`src/hw/rtl/assert_macros.svh`:
```
// assertion macros used by the rtl top level of the worst-fit allocator
`ifndef ASSERT_MACROS_SVH
`define ASSERT_MACROS_SVH

`ifndef SYNTHESIS

// antecedent implies consequent in the same cycle
`define ASSERT_IMPLIES(label, clk, rst_n, ante, cons) \
    label: assert property (@(posedge clk) disable iff (!rst_n) (ante) |-> (cons)) \
        else $error("assertion failed: same-cycle implication");

// antecedent implies consequent in the next cycle
`define ASSERT_NEXT(label, clk, rst_n, ante, cons) \
    label: assert property (@(posedge clk) disable iff (!rst_n) (ante) |=> (cons)) \
        else $error("assertion failed: next-cycle implication");

`else

`define ASSERT_IMPLIES(label, clk, rst_n, ante, cons)
`define ASSERT_NEXT(label, clk, rst_n, ante, cons)

`endif

`endif

```
`src/hw/rtl/wfba_pkg.sv`:
```
// types and constants shared by the worst-fit allocator modules
`timescale 1ns / 1ps

package wfba_pkg;

    // fixed field widths of the ports
    localparam int COUNT_W    = 6;
    localparam int IDX_OUT_W  = 5;
    localparam int SIZE_OUT_W = 16;

    // item modes
    localparam logic MODE_LOAD    = 1'b0;
    localparam logic MODE_REQUEST = 1'b1;

    // sequencer states
    typedef enum logic [1:0] {
        ST_IDLE,
        ST_SCAN,
        ST_DRAIN,
        ST_REPORT
    } state_t;

    // control from the sequencer to the fit unit
    typedef struct packed {
        logic clear;
        logic step;
    } fit_ctrl_t;

endpackage

```
`src/hw/rtl/worst_fit_block_allocator.sv`:
```
// worst-fit block allocator top level: sequencer, free flags and result registers
`timescale 1ns / 1ps
`include "assert_macros.svh"

// A load item (mode 0) writes the block size and frees the block when block_index
// is below MAX_BLOCKS, and gives no result. A request item (mode 1) keeps busy
// high through ST_SCAN, ST_DRAIN and ST_REPORT, where ST_SCAN reads L entries and
// L is the smaller of the block count from cfg_data and MAX_BLOCKS; when L is zero
// it goes straight to ST_REPORT. The result strobe done rises at the edge that drops
// busy. It stays high for one cycle, and a new start is taken in that same cycle.
// The size memory's single read port feeds one entry per cycle into the shared compare
// unit; ST_DRAIN lets the last entry through it and ST_REPORT marks the chosen block.
// done cannot be held off: the receiver must take the result in the cycle it is shown.
// Free flags reset at once, so there is no clearing pass after reset.

module worst_fit_block_allocator #(
    parameter int MAX_BLOCKS = 32,
    parameter int SIZE_WIDTH = 16
) (
    input  logic                                clk,
    input  logic                                rst_n,
    input  logic                                start,
    output logic                                busy,
    input  logic                                mode,
    input  logic [wfba_pkg::IDX_OUT_W-1:0]      block_index,
    input  logic [wfba_pkg::SIZE_OUT_W-1:0]     item_size,
    input  logic                                cfg_valid,
    output logic                                cfg_ready,
    input  logic [wfba_pkg::COUNT_W-1:0]        cfg_data,
    output logic                                done,
    output logic                                placed,
    output logic [wfba_pkg::IDX_OUT_W-1:0]      chosen_block,
    output logic [wfba_pkg::SIZE_OUT_W-1:0]     chosen_block_size,
    output logic [wfba_pkg::SIZE_OUT_W-1:0]     leftover
);

    import wfba_pkg::*;

    localparam int IDX_W = $clog2(MAX_BLOCKS);
    localparam int CNT_W = $clog2(MAX_BLOCKS + 1);

    // sequencer and datapath registers
    state_t                  state_reg, state_next;
    logic [COUNT_W-1:0]      count_reg;
    logic [SIZE_WIDTH-1:0]   req_size_reg, req_size_next;
    logic [CNT_W-1:0]        limit_reg, limit_next;
    logic [CNT_W-1:0]        scan_idx_reg, scan_idx_next;
    logic                    cmp_valid_reg, cmp_valid_next;
    logic [IDX_W-1:0]        cmp_idx_reg, cmp_idx_next;
    logic [MAX_BLOCKS-1:0]   taken_reg, taken_next;
    logic                    done_reg, done_next;
    logic                    placed_reg, placed_next;
    logic [IDX_OUT_W-1:0]    chosen_reg, chosen_next;
    logic [SIZE_OUT_W-1:0]   chosen_size_reg, chosen_size_next;
    logic [SIZE_OUT_W-1:0]   leftover_reg, leftover_next;

    // input side decoding
    logic                    accept;
    logic [SIZE_WIDTH+SIZE_OUT_W-1:0] in_size_wide;
    logic [SIZE_WIDTH-1:0]   in_size;
    logic [IDX_W+IDX_OUT_W-1:0] load_addr_wide;
    logic [IDX_W-1:0]        load_addr;
    logic                    load_in_range;
    logic [31:0]             limit_wide;
    logic [CNT_W-1:0]        limit_in;
    logic [CNT_W-1:0]        scan_idx_plus;

    // memory and fit unit connections
    logic                    mem_wr_en;
    logic                    mem_rd_en;
    logic [SIZE_WIDTH-1:0]   mem_rd_data;
    fit_ctrl_t               fit_ctrl;
    logic                    fit_found;
    logic [IDX_W-1:0]        fit_best_idx;
    logic [SIZE_WIDTH-1:0]   fit_best_size;
    logic [SIZE_WIDTH-1:0]   fit_best_rem;

    // result field widening before truncation to port widths
    logic [IDX_W+IDX_OUT_W-1:0]       best_idx_wide;
    logic [SIZE_WIDTH+SIZE_OUT_W-1:0] best_size_wide;
    logic [SIZE_WIDTH+SIZE_OUT_W-1:0] best_rem_wide;

    // handshake and field shaping
    always_comb
    begin
        accept         = start && (state_reg == ST_IDLE);
        in_size_wide   = {{SIZE_WIDTH{1'b0}}, item_size};
        in_size        = in_size_wide[SIZE_WIDTH-1:0];
        load_addr_wide = {{IDX_W{1'b0}}, block_index};
        load_addr      = load_addr_wide[IDX_W-1:0];
        load_in_range  = {{(32-IDX_OUT_W){1'b0}}, block_index} < 32'(MAX_BLOCKS);
        limit_wide     = ({{(32-COUNT_W){1'b0}}, count_reg} > 32'(MAX_BLOCKS)) ?
                         32'(MAX_BLOCKS) : {{(32-COUNT_W){1'b0}}, count_reg};
        limit_in       = limit_wide[CNT_W-1:0];
        scan_idx_plus  = scan_idx_reg + CNT_W'(1);
        best_idx_wide  = {{IDX_OUT_W{1'b0}}, fit_best_idx};
        best_size_wide = {{SIZE_OUT_W{1'b0}}, fit_best_size};
        best_rem_wide  = {{SIZE_OUT_W{1'b0}}, fit_best_rem};
    end

    // configuration register, always ready
    assign cfg_ready = 1'b1;

    always_ff @(posedge clk or negedge rst_n)
    begin
        if (!rst_n)
        begin
            count_reg <= '0;
        end
        else if (cfg_valid && cfg_ready)
        begin
            count_reg <= cfg_data;
        end
    end

    // sequencer next state and datapath control
    always_comb
    begin
        state_next       = state_reg;
        req_size_next    = req_size_reg;
        limit_next       = limit_reg;
        scan_idx_next    = scan_idx_reg;
        cmp_valid_next   = 1'b0;
        cmp_idx_next     = scan_idx_reg[IDX_W-1:0];
        taken_next       = taken_reg;
        done_next        = 1'b0;
        placed_next      = placed_reg;
        chosen_next      = chosen_reg;
        chosen_size_next = chosen_size_reg;
        leftover_next    = leftover_reg;
        mem_wr_en        = 1'b0;
        mem_rd_en        = 1'b0;
        fit_ctrl.clear   = 1'b0;
        fit_ctrl.step    = cmp_valid_reg;

        case (state_reg)
            ST_IDLE:
            begin
                if (accept)
                begin
                    if (mode == MODE_LOAD)
                    begin
                        if (load_in_range)
                        begin
                            mem_wr_en             = 1'b1;
                            taken_next[load_addr] = 1'b0;
                        end
                    end
                    else
                    begin
                        req_size_next  = in_size;
                        limit_next     = limit_in;
                        scan_idx_next  = '0;
                        fit_ctrl.clear = 1'b1;
                        state_next     = (limit_in == '0) ? ST_REPORT : ST_SCAN;
                    end
                end
            end

            // one entry read per cycle, compared in the next cycle
            ST_SCAN:
            begin
                mem_rd_en      = 1'b1;
                cmp_valid_next = 1'b1;
                scan_idx_next  = scan_idx_plus;
                if (scan_idx_plus == limit_reg)
                begin
                    state_next = ST_DRAIN;
                end
            end

            // last entry goes through the compare unit
            ST_DRAIN:
            begin
                state_next = ST_REPORT;
            end

            // mark the chosen block and load the result
            ST_REPORT:
            begin
                done_next = 1'b1;
                if (fit_found)
                begin
                    taken_next[fit_best_idx] = 1'b1;
                    placed_next      = 1'b1;
                    chosen_next      = best_idx_wide[IDX_OUT_W-1:0];
                    chosen_size_next = best_size_wide[SIZE_OUT_W-1:0];
                    leftover_next    = best_rem_wide[SIZE_OUT_W-1:0];
                end
                else
                begin
                    placed_next      = 1'b0;
                    chosen_next      = '0;
                    chosen_size_next = '0;
                    leftover_next    = '0;
                end
                state_next = ST_IDLE;
            end

            default:
            begin
                state_next = ST_IDLE;
            end
        endcase
    end

    // control registers
    always_ff @(posedge clk or negedge rst_n)
    begin
        if (!rst_n)
        begin
            state_reg     <= ST_IDLE;
            cmp_valid_reg <= 1'b0;
            taken_reg     <= '0;
            done_reg      <= 1'b0;
            scan_idx_reg  <= '0;
            limit_reg     <= '0;
        end
        else
        begin
            state_reg     <= state_next;
            cmp_valid_reg <= cmp_valid_next;
            taken_reg     <= taken_next;
            done_reg      <= done_next;
            scan_idx_reg  <= scan_idx_next;
            limit_reg     <= limit_next;
        end
    end

    // payload registers
    always_ff @(posedge clk)
    begin
        req_size_reg    <= req_size_next;
        cmp_idx_reg     <= cmp_idx_next;
        placed_reg      <= placed_next;
        chosen_reg      <= chosen_next;
        chosen_size_reg <= chosen_size_next;
        leftover_reg    <= leftover_next;
    end

    // block size store
    wfba_size_mem #(
        .DEPTH (MAX_BLOCKS),
        .WIDTH (SIZE_WIDTH),
        .AW    (IDX_W)
    ) u_size_mem (
        .clk     (clk),
        .wr_en   (mem_wr_en),
        .wr_addr (load_addr),
        .wr_data (in_size),
        .rd_en   (mem_rd_en),
        .rd_addr (scan_idx_reg[IDX_W-1:0]),
        .rd_data (mem_rd_data)
    );

    // shared compare unit
    wfba_fit_unit #(
        .SIZE_WIDTH (SIZE_WIDTH),
        .IDX_W      (IDX_W)
    ) u_fit_unit (
        .clk        (clk),
        .rst_n      (rst_n),
        .ctrl       (fit_ctrl),
        .req_size   (req_size_reg),
        .entry_size (mem_rd_data),
        .entry_idx  (cmp_idx_reg),
        .entry_free (!taken_reg[cmp_idx_reg]),
        .found      (fit_found),
        .best_idx   (fit_best_idx),
        .best_size  (fit_best_size),
        .best_rem   (fit_best_rem)
    );

    // outputs
    assign busy              = (state_reg != ST_IDLE);
    assign done              = done_reg;
    assign placed            = placed_reg;
    assign chosen_block      = chosen_reg;
    assign chosen_block_size = chosen_size_reg;
    assign leftover          = leftover_reg;

    // checks on the sequencer and free flags
    `ASSERT_IMPLIES(a_scan_in_limit, clk, rst_n, state_reg == ST_SCAN, scan_idx_reg < limit_reg)
    `ASSERT_IMPLIES(a_cmp_only_scanning, clk, rst_n, cmp_valid_reg, (state_reg == ST_SCAN) || (state_reg == ST_DRAIN))
    `ASSERT_NEXT(a_request_goes_busy, clk, rst_n, start && !busy && (mode == MODE_REQUEST), busy)
    `ASSERT_NEXT(a_chosen_marked, clk, rst_n, (state_reg == ST_REPORT) && fit_found, taken_reg[fit_best_idx] && done && placed)

endmodule

```
`src/hw/rtl/wfba_size_mem.sv`:
```
// block size memory, one write port and one registered read port
`timescale 1ns / 1ps

module wfba_size_mem #(
    parameter int DEPTH = 32,
    parameter int WIDTH = 16,
    parameter int AW    = 5
) (
    input  logic             clk,
    input  logic             wr_en,
    input  logic [AW-1:0]    wr_addr,
    input  logic [WIDTH-1:0] wr_data,
    input  logic             rd_en,
    input  logic [AW-1:0]    rd_addr,
    output logic [WIDTH-1:0] rd_data
);

    logic [WIDTH-1:0] mem_reg [DEPTH];
    logic [WIDTH-1:0] rd_data_reg;

    // write port
    always_ff @(posedge clk)
    begin
        if (wr_en)
        begin
            mem_reg[wr_addr] <= wr_data;
        end
    end

    // registered read port
    always_ff @(posedge clk)
    begin
        if (rd_en)
        begin
            rd_data_reg <= mem_reg[rd_addr];
        end
    end

    assign rd_data = rd_data_reg;

endmodule

```
`src/hw/rtl/wfba_fit_unit.sv`:
```
// shared subtract and compare unit that tracks the worst fit (largest remainder) so far
`timescale 1ns / 1ps

module wfba_fit_unit #(
    parameter int SIZE_WIDTH = 16,
    parameter int IDX_W      = 5
) (
    input  logic                  clk,
    input  logic                  rst_n,
    input  wfba_pkg::fit_ctrl_t   ctrl,
    input  logic [SIZE_WIDTH-1:0] req_size,
    input  logic [SIZE_WIDTH-1:0] entry_size,
    input  logic [IDX_W-1:0]      entry_idx,
    input  logic                  entry_free,
    output logic                  found,
    output logic [IDX_W-1:0]      best_idx,
    output logic [SIZE_WIDTH-1:0] best_size,
    output logic [SIZE_WIDTH-1:0] best_rem
);

    import wfba_pkg::*;

    logic                  found_reg;
    logic [IDX_W-1:0]      best_idx_reg;
    logic [SIZE_WIDTH-1:0] best_size_reg;
    logic [SIZE_WIDTH-1:0] best_rem_reg;
    logic [SIZE_WIDTH:0]   diff;
    logic                  fits;
    logic                  better;

    // remainder of this entry and whether it beats the best so far
    always_comb
    begin
        diff   = {1'b0, entry_size} - {1'b0, req_size};
        fits   = entry_free && !diff[SIZE_WIDTH];
        better = fits && (!found_reg || (diff[SIZE_WIDTH-1:0] > best_rem_reg));
    end

    // found flag
    always_ff @(posedge clk or negedge rst_n)
    begin
        if (!rst_n)
        begin
            found_reg <= 1'b0;
        end
        else if (ctrl.clear)
        begin
            found_reg <= 1'b0;
        end
        else if (ctrl.step && better)
        begin
            found_reg <= 1'b1;
        end
    end

    // best candidate payload
    always_ff @(posedge clk)
    begin
        if (ctrl.step && better)
        begin
            best_idx_reg  <= entry_idx;
            best_size_reg <= entry_size;
            best_rem_reg  <= diff[SIZE_WIDTH-1:0];
        end
    end

    assign found     = found_reg;
    assign best_idx  = best_idx_reg;
    assign best_size = best_size_reg;
    assign best_rem  = best_rem_reg;

endmodule
```
`config.mk`:
```
export PLATFORM = sky130hd
export DESIGN_NAME = worst_fit_block_allocator
export DESIGN_NICKNAME = d
export VERILOG_FILES = /design/src/hw/rtl/wfba_pkg.sv /design/src/hw/rtl/worst_fit_block_allocator.sv /design/src/hw/rtl/wfba_size_mem.sv /design/src/hw/rtl/wfba_fit_unit.sv
export VERILOG_INCLUDE_DIRS = /design/src /design/src/hw/rtl
export SDC_FILE = /design/constraint.sdc
export NUM_CORES = 1
export LEC_CHECK = 0
export ABC_AREA = 0
export BUFFER_PORTS_ARGS = -buffer_cell sky130_fd_sc_hd__buf_2
export CORE_UTILIZATION = 55
export CTS_CLUSTER_DIAMETER = 80
export DETAILED_ROUTE_END_ITERATION = 8
export HOLD_SLACK_MARGIN = 0.12
export PLACE_DENSITY = 0.72
export SLEW_MARGIN = 30
export SYNTH_ARGS = -nofsm -noshare
export SYNTH_HDL_FRONTEND = slang
export SYNTH_SLANG_ARGS = --single-unit
```
`constraint.sdc`:
```
create_clock -name clk -period 12.71 [get_ports clk]
set_input_delay 0.6355 -clock clk [delete_from_list [all_inputs] [get_ports clk]]
set_output_delay 0.6355 -clock clk [all_outputs]
set_load 0.005 [all_outputs]
```
==> impl_metrics.tcl <==
set metrics [dict create \
    setup_violations 0 \
    grt_pass1_vias 13600 \
    syn_area_per_cell_um2 19.9 \
    p_leak_uw 0.00999 \
    p_total_uw 5980 \
    cts_root_buffer "clkbuf_16" \
    coreArea_um2 48800 \
    p_per_area_nw_per_um2 195 \
    ys_seq_elements 679 \
    crit_path_cell_trace "inv_1 > ha_1 > fa_1 > nor2b_1 > o31ai_1 > a221oi_1 > o21ai_1 > nor3b_1 > a311o_1 > ha_1 > nand4_1 > nor2_1 > nand4_1 > o311ai_0 > o32ai_1 > a21boi_4 > buf_4" \
    clock-skew-final_ns 0.0285 \
    htreeDepth 3 \
    ant_nets 0 \
    cts_tree "built" \
    tns_ns 0 \
    timing_hold_violations_final 0 \
    critPathKind "reg2reg" \
    fin_crit_ns 4.87 \
    largest_reg_flops 512 \
    cpMaxStageDelayCell "o31ai_1" \
    slew_viol_final 0 \
    final.period_utilization_pct 38.3 \
    cp_max_fo 21 \
    yosysSeqAreaShare_pct 74.0 \
    path_clk_slew_ns 0.06 \
    synthArstFlopShare_pct 8.10 \
    dieArea_um2 50200 \
    start_kind "register" \
    clock_sinks 679 \
    mostFrequentLayoutCells "edfxtp_1 (619), mux4_2 (169), o21ai_0 (76)" \
    cp_data_arrival_time_ns 5.13 \
    fin_area_um2 30600 \
    die_width_um 224 \
    cts_setup_buffers 0 \
    crit_start "u_size_mem.rd_data[0]$_DFFE_PP_" \
    p_switching_uw 1580 \
    p_seq_share_pct 45.9 \
    cts_hold_buf 0 \
    comb_power_share_pct 21.5 \
    via_per_inst 6.07 \
    drive_above_1_share_pct 28.2 \
    r2r_cells 17 \
    synth_ff_type "edfxtp_1" \
    die_h_um 224 \
    ctsResizeCount 0 \
    drt-initial-drc-count 1347 \
    diodes 0 \
    crit_buf_inv 2 \
    power_frac_clock_pct 32.6 \
    cts_buffers 69 \
    r2r-start "u_size_mem.rd_data[0]$_DFFE_PP_" \
    max_freq_ghz 0.205 \
    grt_pass1_wl_um 85800 \
    slew_headroom_pct 36.2 \
    track_usage_pct 23.7 \
    routed_wl_um 57300 \
    firstDrtPassIters 6 \
    rsz0062_at_grt "no" \
    end_kind "register" \
    layout.nets 1554 \
    gr-total-overflow 0 \
    synth_cells 1366 \
    yosysWarningCount 0 \
    cp_num_cells 17 \
    initial_utilization_pct 55.5 \
    grt_max_degree 65 \
    dpl.hpwl_um 32800 \
    gp_congestion 0.856 \
    area_growth_pct 12.9 \
    maxCapViolations 0 \
    netSwitchingFraction_pct 26.5 \
    fp-row-count 81 \
    slowest_delay_ns 0.52 \
    place_area_um2 28400 \
    grt_antenna_before_repair 3 \
    routedWlPerCell_um 26.0 \
    port_buffers 71 \
    final_core_util_pct 62.7 \
    cp_top_family "compound AO/OA/AOI/OAI gates" \
    clock_latency_ns 0.60 \
    drc_errors 0 \
    hp-class "in2async" \
    ir_worst_vdd_v 0.0000917 \
    outcome "finished, final reports clean" \
    internal_power_uw 4390 \
    synth_cell_types 58 \
    cts_buffer_depth 3 \
    crit_required_ns 12.98 \
    vias 13400 \
    synth-edff-count 619 \
    pin_count 73 \
    synth_area_um2 27100 \
    hold_slack_ns 0.185 \
    final_common_cell "edfxtp_1" \
    tightest_slew_ns 0.958 \
    syn_nets 1436 \
]
-- cells in the mapped netlist (3+ instances only) --
master / count / area [um2]
nand3_1: 14 / 70.1
buf_2: 8 / 40.0
inv_1: 44 / 165
nor2b_1: 9 / 56.3
a221oi_1: 4 / 35.0
nand4_1: 5 / 31.3
o21ai_0: 76 / 380
mux2i_1: 6 / 60.1
xor2_1: 4 / 35.0
a21o_1: 8 / 60.1
nand3b_1: 9 / 67.6
o41ai_1: 3 / 26.3
nor3_1: 4 / 20.0
mux4_2: 169 / 3810
ha_1: 37 / 463
o21a_1: 8 / 60.1
buf_6: 10 / 113
clkbuf_1: 28 / 105
edfxtp_1: 619 / 18600
mux2_2: 23 / 259
xnor2_1: 14 / 123
and2_1: 37 / 231
buf_1: 11 / 41.3
nand2b_1: 16 / 100
nand2_1: 31 / 116
a22o_1: 3 / 26.3
dfxtp_1: 5 / 100
dfrtp_1: 55 / 1380
a211oi_1: 4 / 30.0
nor2_1: 48 / 180
a21oi_1: 21 / 105
-- cell families after synthesis --
| logic type | Yosys count | share of synthesized area (%) |
|---|---|---|
| XOR/XNOR | 18 | 0.581 |
| buffers and inverters | 102 | 1.74 |
| other | 1 | 0.0138 |
| AO/OA/AOI/OAI | 146 | 3.21 |
| multiplexers | 198 | 15.2 |
| adder cells (fa/ha/maj) | 38 | 1.78 |
| AND/OR/NAND/NOR | 184 | 3.51 |
| flip-flops | 679 | 74.0 |
-- final cells by class --
type                    instances  area, um2
flip-flops and latches        679      20100
fillers                      3371      18200
multi-input cells             585       6740
clock buffers                  90       1920
well taps                     664        831
repair buffers                105        631
clock inverters                35        260
inverters                      44        165
-- metrics by stage --
| step | setup slack (ns) | instances |
|---|---|---|
| after floorplan | 7.38 | 1366 |
| after global placement | 8.11 | 2076 |
| after detailed placement | 7.82 | 2077 |
| after CTS | 7.82 | 2202 |
| after global routing | 7.53 | 2202 |
| final | 7.84 | 2202 |
-- power by group through the flow --
stage,combinational [uW],sequential [uW],clock (uW)
2_1_floorplan,1000,2720,0
5_1_grt,1390,2770,2060
3_5_place_dp,1290,2790,0
4_1_cts,1300,2750,1980
6_report,1280,2750,1950
3_3_place_gp,1240,2810,0
-- worst paths after layout --
path                                                      to  slack, ns
max                        u_fit_unit.best_size[0]$_DFFE_PP_       7.84
min                                taken_reg[23]$_DFFE_PN0P_       0.18
max reg2reg                u_fit_unit.best_size[0]$_DFFE_PP_       7.84
min reg2reg                 u_fit_unit.best_idx[3]$_DFFE_PP_       0.44
max in group asynchronous        scan_idx_reg[0]$_DFFE_PN0P_      11.99
min in group clk                    count_reg[2]$_DFFE_PN0P_       0.28
-- layer usage --
metal,vias up,track usage (%),share of wire [%]
met2,550,38.2,49
met4,6,8.20,2.5
met5,-,0,0.063
met1,6936,32.7,41
met3,105,4.72,7.3
li1,5761,-,-
(Power assumes the default switching activity.)
